$ cat src/design/twf_ram.sv
// twf_ram: generic single write port ram with registered read
// no dependencies
`default_nettype none

module twf_ram #(
  parameter int unsigned WIDTH = 8,
  parameter int unsigned DEPTH = 64,
  localparam int unsigned AW = (DEPTH > 1) ? $clog2(DEPTH) : 1
) (
  input  wire logic             clk_i,
  input  wire logic             we_i,
  input  wire logic [AW-1:0]    waddr_i,
  input  wire logic [WIDTH-1:0] wdata_i,
  input  wire logic [AW-1:0]    raddr_i,
  output logic      [WIDTH-1:0] rdata_o
);

  logic [WIDTH-1:0] mem [DEPTH];

  always_ff @(posedge clk_i) begin
    if (we_i) begin
      mem[waddr_i] <= wdata_i;
    end
    rdata_o <= mem[raddr_i];
  end

endmodule

`default_nettype wire

$ cat config.mk
export PLATFORM = sky130hd
export DESIGN_NAME = twf_ram
export DESIGN_NICKNAME = d
export VERILOG_FILES = /design/src/design/twf_ram.sv
export SDC_FILE = /design/constraint.sdc
export NUM_CORES = 1
export LEC_CHECK = 0
export BUFFER_PORTS_ARGS = -buffer_cell sky130_fd_sc_hd__buf_2
export CAP_MARGIN = 20
export CORE_MARGIN = 1.5
export CORE_UTILIZATION = 30
export CTS_BUF_LIST = sky130_fd_sc_hd__clkbuf_8
export DETAILED_ROUTE_END_ITERATION = 10
export PLACE_DENSITY = 0.51
export REMOVE_ABC_BUFFERS = 1
export SYNTH_ARGS = -nofsm -noshare
export SYNTH_HDL_FRONTEND = slang
export SYNTH_SLANG_ARGS = --single-unit
$ cat constraint.sdc
create_clock -name clk_i -period 5.4 [get_ports clk_i]
set_clock_uncertainty 0.05 [all_clocks]
set_input_delay 1.62 -clock clk_i [delete_from_list [all_inputs] [get_ports clk_i]]
set_output_delay 1.62 -clock clk_i [all_outputs]
set_load 0.02 [all_outputs]
# == Yosys cells after proc, flatten, opt, wreduce, memory -nomap -nowiden ==
# Memories as Yosys holds them, arrays and structs flattened. A register that Yosys moved wholly into a read port is not among the register bits.
# Cells that the tools add are included.
# totals
input_bits,22
word_cells,3
latchBits,0
mem_bits_rw,512
rom_bits,0
output_inout_bits,8
ff_bits,0
mem_count,1
# memory_table
memory,depth,width,rd,rd_clocked_by_memory_dff,wr,line,source
mem,64,8,1,1,1,18,logic [WIDTH-1:0] mem [DEPTH];
# op_classes
n_mux,2
div,0
n_lt_le_gt_ge,0
shift,0
n_mul,0
addsub,0
eq_ne,0
n_bitwise,0
reduce_logical,0
# ops
op,n
two-way mux 1 bit,2

# == Depth between registers and ports, before layout ==
# Gate-level depths: netlist of the first run.
# depth
word_depth,2
mapped_depth,9
depth_no_buf,5

# == Least setup slack after synthesis of the first run ==
# Ideal clock, no wire load.
# synth_timing
path_kind,input to register
start,in raddr_i[1]
end,"reg rdata_o[3], read port of mem"
slack_ns,2.062
required_time_ns,5.222
cell_stages,7
setup_time_ns,0.128
path_buffers,3
t_arrival_ns,3.160
cell_sequence,buf_4 buf_2 buf_2 mux4_2 mux4_2 o21ai_1 o41ai_1
# synth_rtl
element,line,source
start: declaration,14,"input wire logic [AW-1:0] raddr_i,"
end: declaration,15,output logic [WIDTH-1:0] rdata_o

==> results of run 1 <==
how the worst min path moves through the flow:
stage	start	to	slack, ns	depth (start not counted)
after CTS	mem[22][0]$_DFFE_PP_	rdata_o[0]$_DFF_P_	0.79	4
after global routing	mem[22][2]$_DFFE_PP_	rdata_o[2]$_DFF_P_	0.82	4
after floorplan	mem[34][0]$_DFFE_PP_	rdata_o[0]$_DFF_P_	0.66	4
final	mem[22][0]$_DFFE_PP_	rdata_o[0]$_DFF_P_	0.78	4
after global placement	mem[18][2]$_DFFE_PP_	rdata_o[2]$_DFF_P_	0.76	4
after detailed placement	mem[22][2]$_DFFE_PP_	rdata_o[2]$_DFF_P_	0.77	4
cell usage in the layout, fill, tap and decap left out, types with 3 or more instances in the layout:
cell type	Yosys	layout
mux4_2	126	126
mux2i_1	23	23
nand3b_1	3	3
o221ai_1	8	8
a211oi_1	4	4
nand3_1	13	13
clkinvlp_4	0	4
nor2b_1	14	14
nand2b_1	7	7
o2bb2ai_1	3	3
clkbuf_8	0	87
dfxtp_1	8	8
nand2_1	19	19
buf_2	11	26
buf_12	2	3
clkinv_1	0	19
edfxtp_1	512	512
nor2_1	83	83
clkinv_2	0	4
buf_4	13	24
o2111ai_1	3	3
a221oi_1	6	6
mux2_2	13	13
o22ai_1	8	8
nor3_1	7	7
a21oi_1	3	3
inv_1	0	31
a22oi_1	3	3
critical path, cell delays in order:
cell       delay (ns)
buf_4            0.68
mux4_2           0.61
mux2_2           0.27
a221oi_1         0.89
o2bb2ai_1        0.18
per-stage QoR:
step | utilization | total power, uW
3_5_place_dp | 0.322 | 5000
2_1_floorplan | - | 4740
3_3_place_gp | 0.322 | 5000
6_report | 0.345 | 8000
5_1_grt | 0.345 | 8280
4_1_cts | 0.345 | 8090
cells by family after synthesis:
family	after synthesis	share of synthesized area
flops	520	0.770
buf+inv	51	0.0157
simple gates	153	0.0339
compound gates	54	0.0207
mux	162	0.159
sequential cells by signal, summed over array words and instances, names as in the netlist:
name     flops
rdata_o      8
mem        512
layout make-up:
class	instances	share of cell area
timing repair buffer	54	0.0168
clock buffer	86	0.0519
clock inverter	61	0.0134
multi-input combinational	369	0.189
tap	864	0.0474
sequential	520	0.681
power groups by stage:
stage | combinational [uW] | clock, uW | sequential (uW)
4_1_cts | 432 | 3170 | 4490
3_3_place_gp | 427 | 0 | 4570
2_1_floorplan | 173 | 0 | 4570
3_5_place_dp | 432 | 0 | 4570
5_1_grt | 457 | 3340 | 4490
6_report | 425 | 3090 | 4490
routing by layer:
metal | GRT usage | routed length, um | vias to the layer above
met2 | 0.223 | 22800 | 270
met4 | 0.0468 | 1180 | 4
met3 | 0.0395 | 2870 | 94
li1 | - | - | 4117
met1 | 0.194 | 21700 | 5211
met5 | 0 | 28 | -
==> results.py, run 1 <==
metrics = {
    "global_routing": {
        "grt_overflow": 0,
        "track_usage": 0.143,
        "grt_pass1_vias": 10200,
        "grt_first_pass_wirelength_um": 71200,
        "antenna_found_initial": 2,
        "grt_max_degree": 65,
    },
    "floorplanning": {
        "row_count": 94,
        "dieWidth_um": 262,
        "coreArea_um2": 66100,
        "initial_core_util": 0.305,
        "fp.dieH_um": 262,
        "io_pins": 30,
        "dieArea_um2": 68800,
    },
    "route": {
        "drcViolationCount": 0,
        "wirelength_um": 48500,
        "vias_per_cell": 4.96,
        "first_pass_iters": 7,
        "num_vias": 9696,
        "wl_per_cell_um": 24.8,
        "first_iter_violations": 858,
        "ant_nets": 0,
    },
    "synthesis": {
        "synth_edf_count": 512,
        "yosysMostFrequentCell": "edfxtp_1",
        "yosys.area.top_type": "edfxtp_1",
        "ys_seq_elements": 520,
        "post_synth_num_cell_types": 40,
        "syn_inst": 940,
        "synth.avg_cell_area_um2": 21.5,
        "synthArstFlopShare": 0,
        "synth_top_cell_area_share": 0.762,
        "synth_warnings": 0,
        "ys_seq_area_frac": 0.770,
        "syn_area_um2": 20200,
        "synthTopCellsByArea": "edfxtp_1 76%, mux4_2 14%, nor2_1 1.5%",
        "ys.flop_type": "edfxtp_1",
        "synth_common_cells": "512 x edfxtp_1, 126 x mux4_2, 83 x nor2_1",
    },
    "timing": {
        "worstMarginPinSlew_ns": 1.04,
        "setup_viol": 0,
        "tns_ns": 0,
        "drv_slew": 0,
        "setup_ws_ns": 1.48,
        "slew_headroom": 0.307,
        "timing.final.crit_share": 0.726,
        "whs_ns": 0.781,
        "hold_violations": 0,
        "fmax_mhz": 255,
        "fin_crit_ns": 3.92,
        "rsz0062_at_grt": "no",
    },
    "layout": {
        "multi_input_area_um2": 4320,
        "fin_nets": 1051,
        "fin_area_um2": 22800,
        "area.sequential_um2": 15500,
        "syn_to_final_growth_pct": 13.1,
        "fin_cells": 1954,
        "drive_above_1_share": 0.268,
        "fillers": 6197,
        "diodes": 0,
    },
    "power": {
        "p_seq_frac": 0.561,
        "peakVddDrop_mv": 0.154,
        "p_int_uw": 6190,
        "power.density_nw_per_um2": 351,
        "p_sw_uw": 1810,
        "power.leakage_uw": 0.00707,
        "power.share.clock": 0.386,
        "swShare": 0.226,
        "combPwrFrac": 0.053,
    },
    "setup_path": {
        "r2r-start": "mem[42][1]$_DFFE_PP_",
        "worstRegToRegCells": 4,
        "crit_fanout": 56,
        "cp.required_ns": 5.84,
        "timing.rr.end": "rdata_o[1]$_DFF_P_",
        "critPathKind": "input pin to register",
        "endpoint_kind": "register",
        "cp.arrival_ns": 4.36,
        "crit_start": "raddr_i[1]",
        "critPathLaunchType": "input pin",
        "crit_path_end": "rdata_o[1]$_DFF_P_",
        "r2r_setup_slack_ns": 2.99,
    },
    "clock_network": {
        "cts.sinks": 520,
        "h-tree-depth": 3,
        "cts_tree": "built",
        "cts_setup_buffers": 0,
        "numCtsBuffers": 84,
        "path_clk_slew_ns": 0.06,
        "hold_buffers": 0,
        "cts_root_buffer": "clkbuf_8",
        "insertion_delay_ns": 0.68,
        "cts_resized": 0,
        "cts_max_path_buffers": 3,
    },
    "run_status": {
        "status": "complete, no violations",
    },
    "placement": {
        "dpl.hpwl_um": 28500,
        "place_area_um2": 21300,
        "gp_congestion": 0.777,
        "port_buffers": 29,
        "pre_cts_slack_ns": 0.884,
        "place_inst": 1805,
    },
    "run": {
        "maxCapViolCount": 0,
    },
    "hold_path": {
        "hold_path.class": "register to register",
    },
}
(Power assumes the default switching activity.)
==> run 2, diff against run 1 <==
- ABC_AREA: unset -> 1
- clock period: 5.4 -> 3.75 ns (I/O delays scaled with it)
==> results.py, run 2 <==
metrics = {
    "synthesis": {
        "synth_warnings": 0,
        "synth.avg_cell_area_um2": 11.8,
        "ys_seq_elements": 520,
        "ys.flop_type": "edfxtp_1",
        "syn_inst": 1805,
        "synth_top_cell_area_share": 0.720,
        "synth_edf_count": 512,
        "post_synth_num_cell_types": 16,
        "ys_seq_area_frac": 0.728,
        "synthTopCellsByArea": "edfxtp_1 72%, nand2_1 11%, nand3_1 10%",
        "yosysMostFrequentCell": "nand2_1",
        "synthArstFlopShare": 0,
        "syn_area_um2": 21300,
        "yosys.area.top_type": "edfxtp_1",
        "synth_common_cells": "648 x nand2_1, 512 x edfxtp_1, 439 x nand3_1",
    },
    "layout": {
        "regMostFlops": "mem",
        "syn_to_final_growth_pct": 13.9,
        "multi_input_area_um2": 4950,
        "area.sequential_um2": 15500,
        "drive_above_1_share": 0.119,
        "largest_reg_flops": 512,
        "fin_nets": 1927,
        "fin_area_um2": 24300,
        "layout_commonest_cell": "nand2_1",
        "final_cell_mix": "648 x nand2_1, 512 x edfxtp_1, 439 x nand3_1",
        "fillers": 6953,
        "fin_cells": 2919,
        "reg_top3": "mem (512), rdata_o (8)",
    },
    "setup_path": {
        "critPathKind": "input pin to register",
        "crit_start": "waddr_i[1]",
        "critical_path.top_delay_family": "simple AND/OR/NAND/NOR gates",
        "critPathLaunchType": "input pin",
        "path_cells": "buf_2, inv_1, nand4_1, nor2_1",
        "r2r-start": "mem[53][2]$_DFFE_PP_",
        "slowest_delay_ns": 0.89,
        "cp.arrival_ns": 3.08,
        "crit_fanout": 9,
        "critPathBufInv": 2,
        "cp.required_ns": 3.98,
        "endpoint_kind": "register",
        "cp_slowest_cell": "nor2_1",
    },
    "power": {
        "power.density_nw_per_um2": 489,
        "p_sw_uw": 2890,
        "swShare": 0.243,
        "combPwrFrac": 0.065,
        "finalPower_uw": 11900,
        "power.leakage_uw": 0.00884,
        "peakVddDrop_mv": 0.235,
        "p_int_uw": 9000,
        "p_seq_frac": 0.543,
        "power.share.clock": 0.391,
    },
    "timing": {
        "tns_ns": 0,
        "setup_viol": 0,
        "whs_ns": 0.782,
        "timing.final.crit_share": 0.758,
        "hold_violations": 0,
        "drv_slew": 0,
        "rsz0062_at_grt": "no",
        "fin_crit_ns": 2.84,
        "slew_headroom": 0.389,
        "fmax_mhz": 352,
        "worstMarginPinSlew_ns": 0.917,
    },
    "route": {
        "drcViolationCount": 0,
        "wl_per_cell_um": 19.7,
        "vias_per_cell": 4.73,
        "wirelength_um": 57400,
        "num_vias": 13800,
        "first_pass_iters": 7,
        "ant_nets": 0,
        "first_iter_violations": 1205,
    },
    "clock_network": {
        "cts_tree": "built",
        "numCtsBuffers": 90,
        "cts.sinks": 520,
        "h-tree-depth": 3,
        "path_clk_slew_ns": 0.06,
        "cts_root_buffer": "clkbuf_8",
        "hold_buffers": 0,
        "insertion_delay_ns": 0.68,
        "cts_max_path_buffers": 3,
        "cts_setup_buffers": 0,
        "cts_resized": 0,
    },
    "global_routing": {
        "grt_max_degree": 133,
        "antenna_found_initial": 2,
        "track_usage": 0.159,
        "grt_first_pass_wirelength_um": 87300,
        "grt_overflow": 0,
        "grt_pass1_vias": 13900,
    },
    "placement": {
        "gp_congestion": 0.778,
        "place_inst": 2753,
        "port_buffers": 29,
        "place_area_um2": 22700,
        "dpl.hpwl_um": 33500,
    },
    "hold_path": {
        "min_from": "mem[14][6]$_DFFE_PP_",
        "hold_path.class": "register to register",
    },
    "floorplanning": {
        "fp.dieH_um": 270,
        "row_count": 97,
        "coreArea_um2": 70300,
        "dieWidth_um": 270,
        "dieArea_um2": 72700,
        "initial_core_util": 0.304,
        "io_pins": 30,
    },
    "run_status": {
        "status": "complete, no violations",
    },
    "run": {
        "maxCapViolCount": 0,
    },
}
==> run 2: cell types whose count changed in the layout (fill, tap and decap cells not counted), moves of 23 or more <==
cell,previous run,this run
nand2_1,19,648
nand3_1,13,439
mux4_2,126,0
buf_4,24,82
nor2_1,83,56
mux2i_1,23,0
==> run 2: path summary, 6_finish.rpt <==
kind	endpoint	slack [ns]	depth (start not counted)
min	rdata_o[6]$_DFF_P_	0.78	8
max	mem[21][7]$_DFFE_PP_	0.91	4
min reg2reg	rdata_o[6]$_DFF_P_	0.78	8
max reg2reg	rdata_o[2]$_DFF_P_	2.23	8
==> run 2: cells by family after synthesis <==
family                 share of synthesized area
buffers and inverters                     0.0402
flip-flops                                 0.728
AND/OR/NAND/NOR                            0.232
==> run 2: worst min-delay path, cell delays in order, from the launching register on <==
cell	delay, ns
edfxtp_1	0.31
nand2_1	0.05
nand3_1	0.06
nand3_1	0.07
nand2_1	0.08
nand2_1	0.05
nand3_1	0.06
nand3_1	0.06
nand2_1	0.06
==> run 2: layout make-up <==
class,count,share of cell area
diodes,2,0.000206
clock inverters,68,0.0120
inverters,12,0.00226
repair buffers,121,0.0405
multi-input cells,1160,0.203
well taps,940,0.0484
flip-flops and latches,520,0.639
clock buffers,96,0.0543
==> run 2: power by group through the flow <==
stage / clock network [uW] / logic, uW / registers, uW
after global placement: 0 / 783 / 6580
final: 4650 / 778 / 6460
after floorplan: 0 / 325 / 6580
after CTS: 4770 / 791 / 6460
after global routing: 5020 / 864 / 6460
after detailed placement: 0 / 789 / 6580
==> run 2: per-stage QoR <==
stage / worst slack (ns) / util
after global placement: 0.383 / 0.323
after global routing: 0.940 / 0.346
after detailed placement: 0.302 / 0.323
after CTS: 1.02 / 0.346
final: 0.907 / 0.346
after floorplan: 0.0581 / -
==> run 2: metal layers <==
metal  share of wire  up-vias  wire length, um  track usage
met4           0.029        0             1660       0.0546
li1                -     6560                -            -
met1            0.45     6731            25800        0.218
met5               0        -                0            0
met3           0.060      116             3430       0.0319
met2            0.46      409            26500        0.249
==> run 3, diff against run 2 <==
- PLACE_DENSITY: 0.51 -> 0.52
- clock period: 3.75 -> 2.4 ns (I/O delays scaled with it)
==> results.py, run 3 (synthesized netlist as in run 2, its figures left out) <==
metrics = {
    "floorplanning": {
        "initial_core_util": 0.304,
        "dieWidth_um": 270,
        "dieArea_um2": 72700,
        "io_pins": 30,
        "row_count": 97,
        "fp.dieH_um": 270,
        "coreArea_um2": 70300,
    },
    "layout": {
        "drive_above_1_share": 0.131,
        "fin_nets": 1948,
        "layout_commonest_cell": "nand2_1",
        "reg_top3": "mem (512), rdata_o (8)",
        "syn_to_final_growth_pct": 16.2,
        "fin_cells": 2937,
        "regMostFlops": "mem",
        "final_cell_mix": "648 x nand2_1, 512 x edfxtp_1, 439 x nand3_1",
        "largest_reg_flops": 512,
    },
    "route": {
        "wl_per_cell_um": 19.8,
        "first_pass_iters": 5,
        "first_iter_violations": 1190,
        "routed.top_layer": "met5",
        "ant_nets": 0,
        "wl_met1_um": 26700,
        "drcViolationCount": 0,
        "num_vias": 14000,
        "wirelength_um": 58200,
        "vias_per_cell": 4.77,
        "met2_length_um": 26700,
        "wl_met3_um": 2980,
    },
    "global_routing": {
        "grt_overflow": 0,
        "grt_first_pass_wirelength_um": 88400,
        "track_usage": 0.160,
        "grt_pass1_vias": 14100,
        "antenna_found_initial": 2,
        "grt_max_degree": 82,
    },
    "timing": {
        "hold_violations": 0,
        "fmax_mhz": 459,
        "timing.final.crit_share": 0.909,
        "worstMarginPinSlew_ns": 0.743,
        "drv_slew": 0,
        "tns_ns": 0,
        "rsz0062_at_grt": "no",
        "fin_crit_ns": 2.18,
        "slew_headroom": 0.504,
        "setup_viol": 0,
    },
    "hold_path": {
        "hold_path.class": "input pin to register",
        "min_from": "raddr_i[5]",
    },
    "power": {
        "peakVddDrop_mv": 0.546,
        "power.leakage_uw": 0.00909,
        "finalPower_uw": 19100,
        "power.density_nw_per_um2": 768,
    },
    "setup_path": {
        "cp_slowest_cell": "dfxtp_1",
        "endpoint_kind": "primary output",
        "critPathBufInv": 1,
        "crit_start": "rdata_o[6]$_DFF_P_",
        "slowest_delay_ns": 0.51,
        "crit_fanout": 1,
        "cp.arrival_ns": 1.41,
        "r2r-start": "mem[23][4]$_DFFE_PP_",
        "critPathLaunchType": "register",
        "cp.required_ns": 1.63,
        "path_cells": "buf_2",
        "critPathKind": "register to primary output",
        "critical_path.top_delay_family": "flip-flops",
    },
    "placement": {
        "dpl.hpwl_um": 34000,
        "place_inst": 2777,
        "gp_congestion": 0.805,
        "port_buffers": 29,
    },
    "clock_network": {
        "numCtsBuffers": 87,
        "insertion_delay_ns": 0.68,
        "cts_root_buffer": "clkbuf_8",
        "cts_resized": 0,
        "hold_buffers": 0,
        "cts.sinks": 520,
        "cts_tree": "built",
        "cts_max_path_buffers": 3,
        "cts_setup_buffers": 0,
        "h-tree-depth": 3,
        "path_clk_slew_ns": 0.06,
    },
    "run": {
        "maxCapViolCount": 0,
    },
    "run_status": {
        "status": "complete, no violations",
    },
}
run 3: path summary, 6_finish.rpt:
path                        end  slack (ns)  depth (start not counted)
max                  rdata_o[6]        0.22                          1
min reg2reg  rdata_o[1]$_DFF_P_        0.73                          8
max reg2reg  rdata_o[4]$_DFF_P_        0.97                          8
min          rdata_o[4]$_DFF_P_        0.42                          3
run 3: metal layers:
layer / global-route usage / vias to the layer above
met5: 0 / -
met4: 0.0597 / 2
met3: 0.0303 / 109
met2: 0.252 / 399
met1: 0.220 / 6903
li1: - / 6610
run 3: final cells by class:
class	count	area, um^2
clock inverters	64	387
well taps	940	1180
clock buffers	95	1310
repair buffers	145	1390
multi-input cells	1160	4950
flip-flops and latches	520	15500
inverters	12	55.1
fillers	6979	45500
diodes	1	2.50
run 3: report_power, final:
part | internal [uW] | total (uW) | switching (uW)
clock | 4090 | 7670 | 3580
sequential | 10100 | 10100 | 38.2
combinational | 360 | 1300 | 937
total | 14500 | 19100 | 4550
run 3: metrics by stage:
stage / worst slack [ns] / utilization / instance area, um^2 / hold WS [ns]
2_1_floorplan: -0.887 / - / 20500 / 0.671
3_3_place_gp: -0.0843 / 0.329 / 23100 / 0.749
3_5_place_dp: -0.0697 / 0.329 / 23100 / 0.728
4_1_cts: 0.160 / 0.353 / 24800 / 0.351
5_1_grt: 0.105 / 0.353 / 24800 / 0.377
6_report: 0.219 / 0.353 / 24800 / 0.424
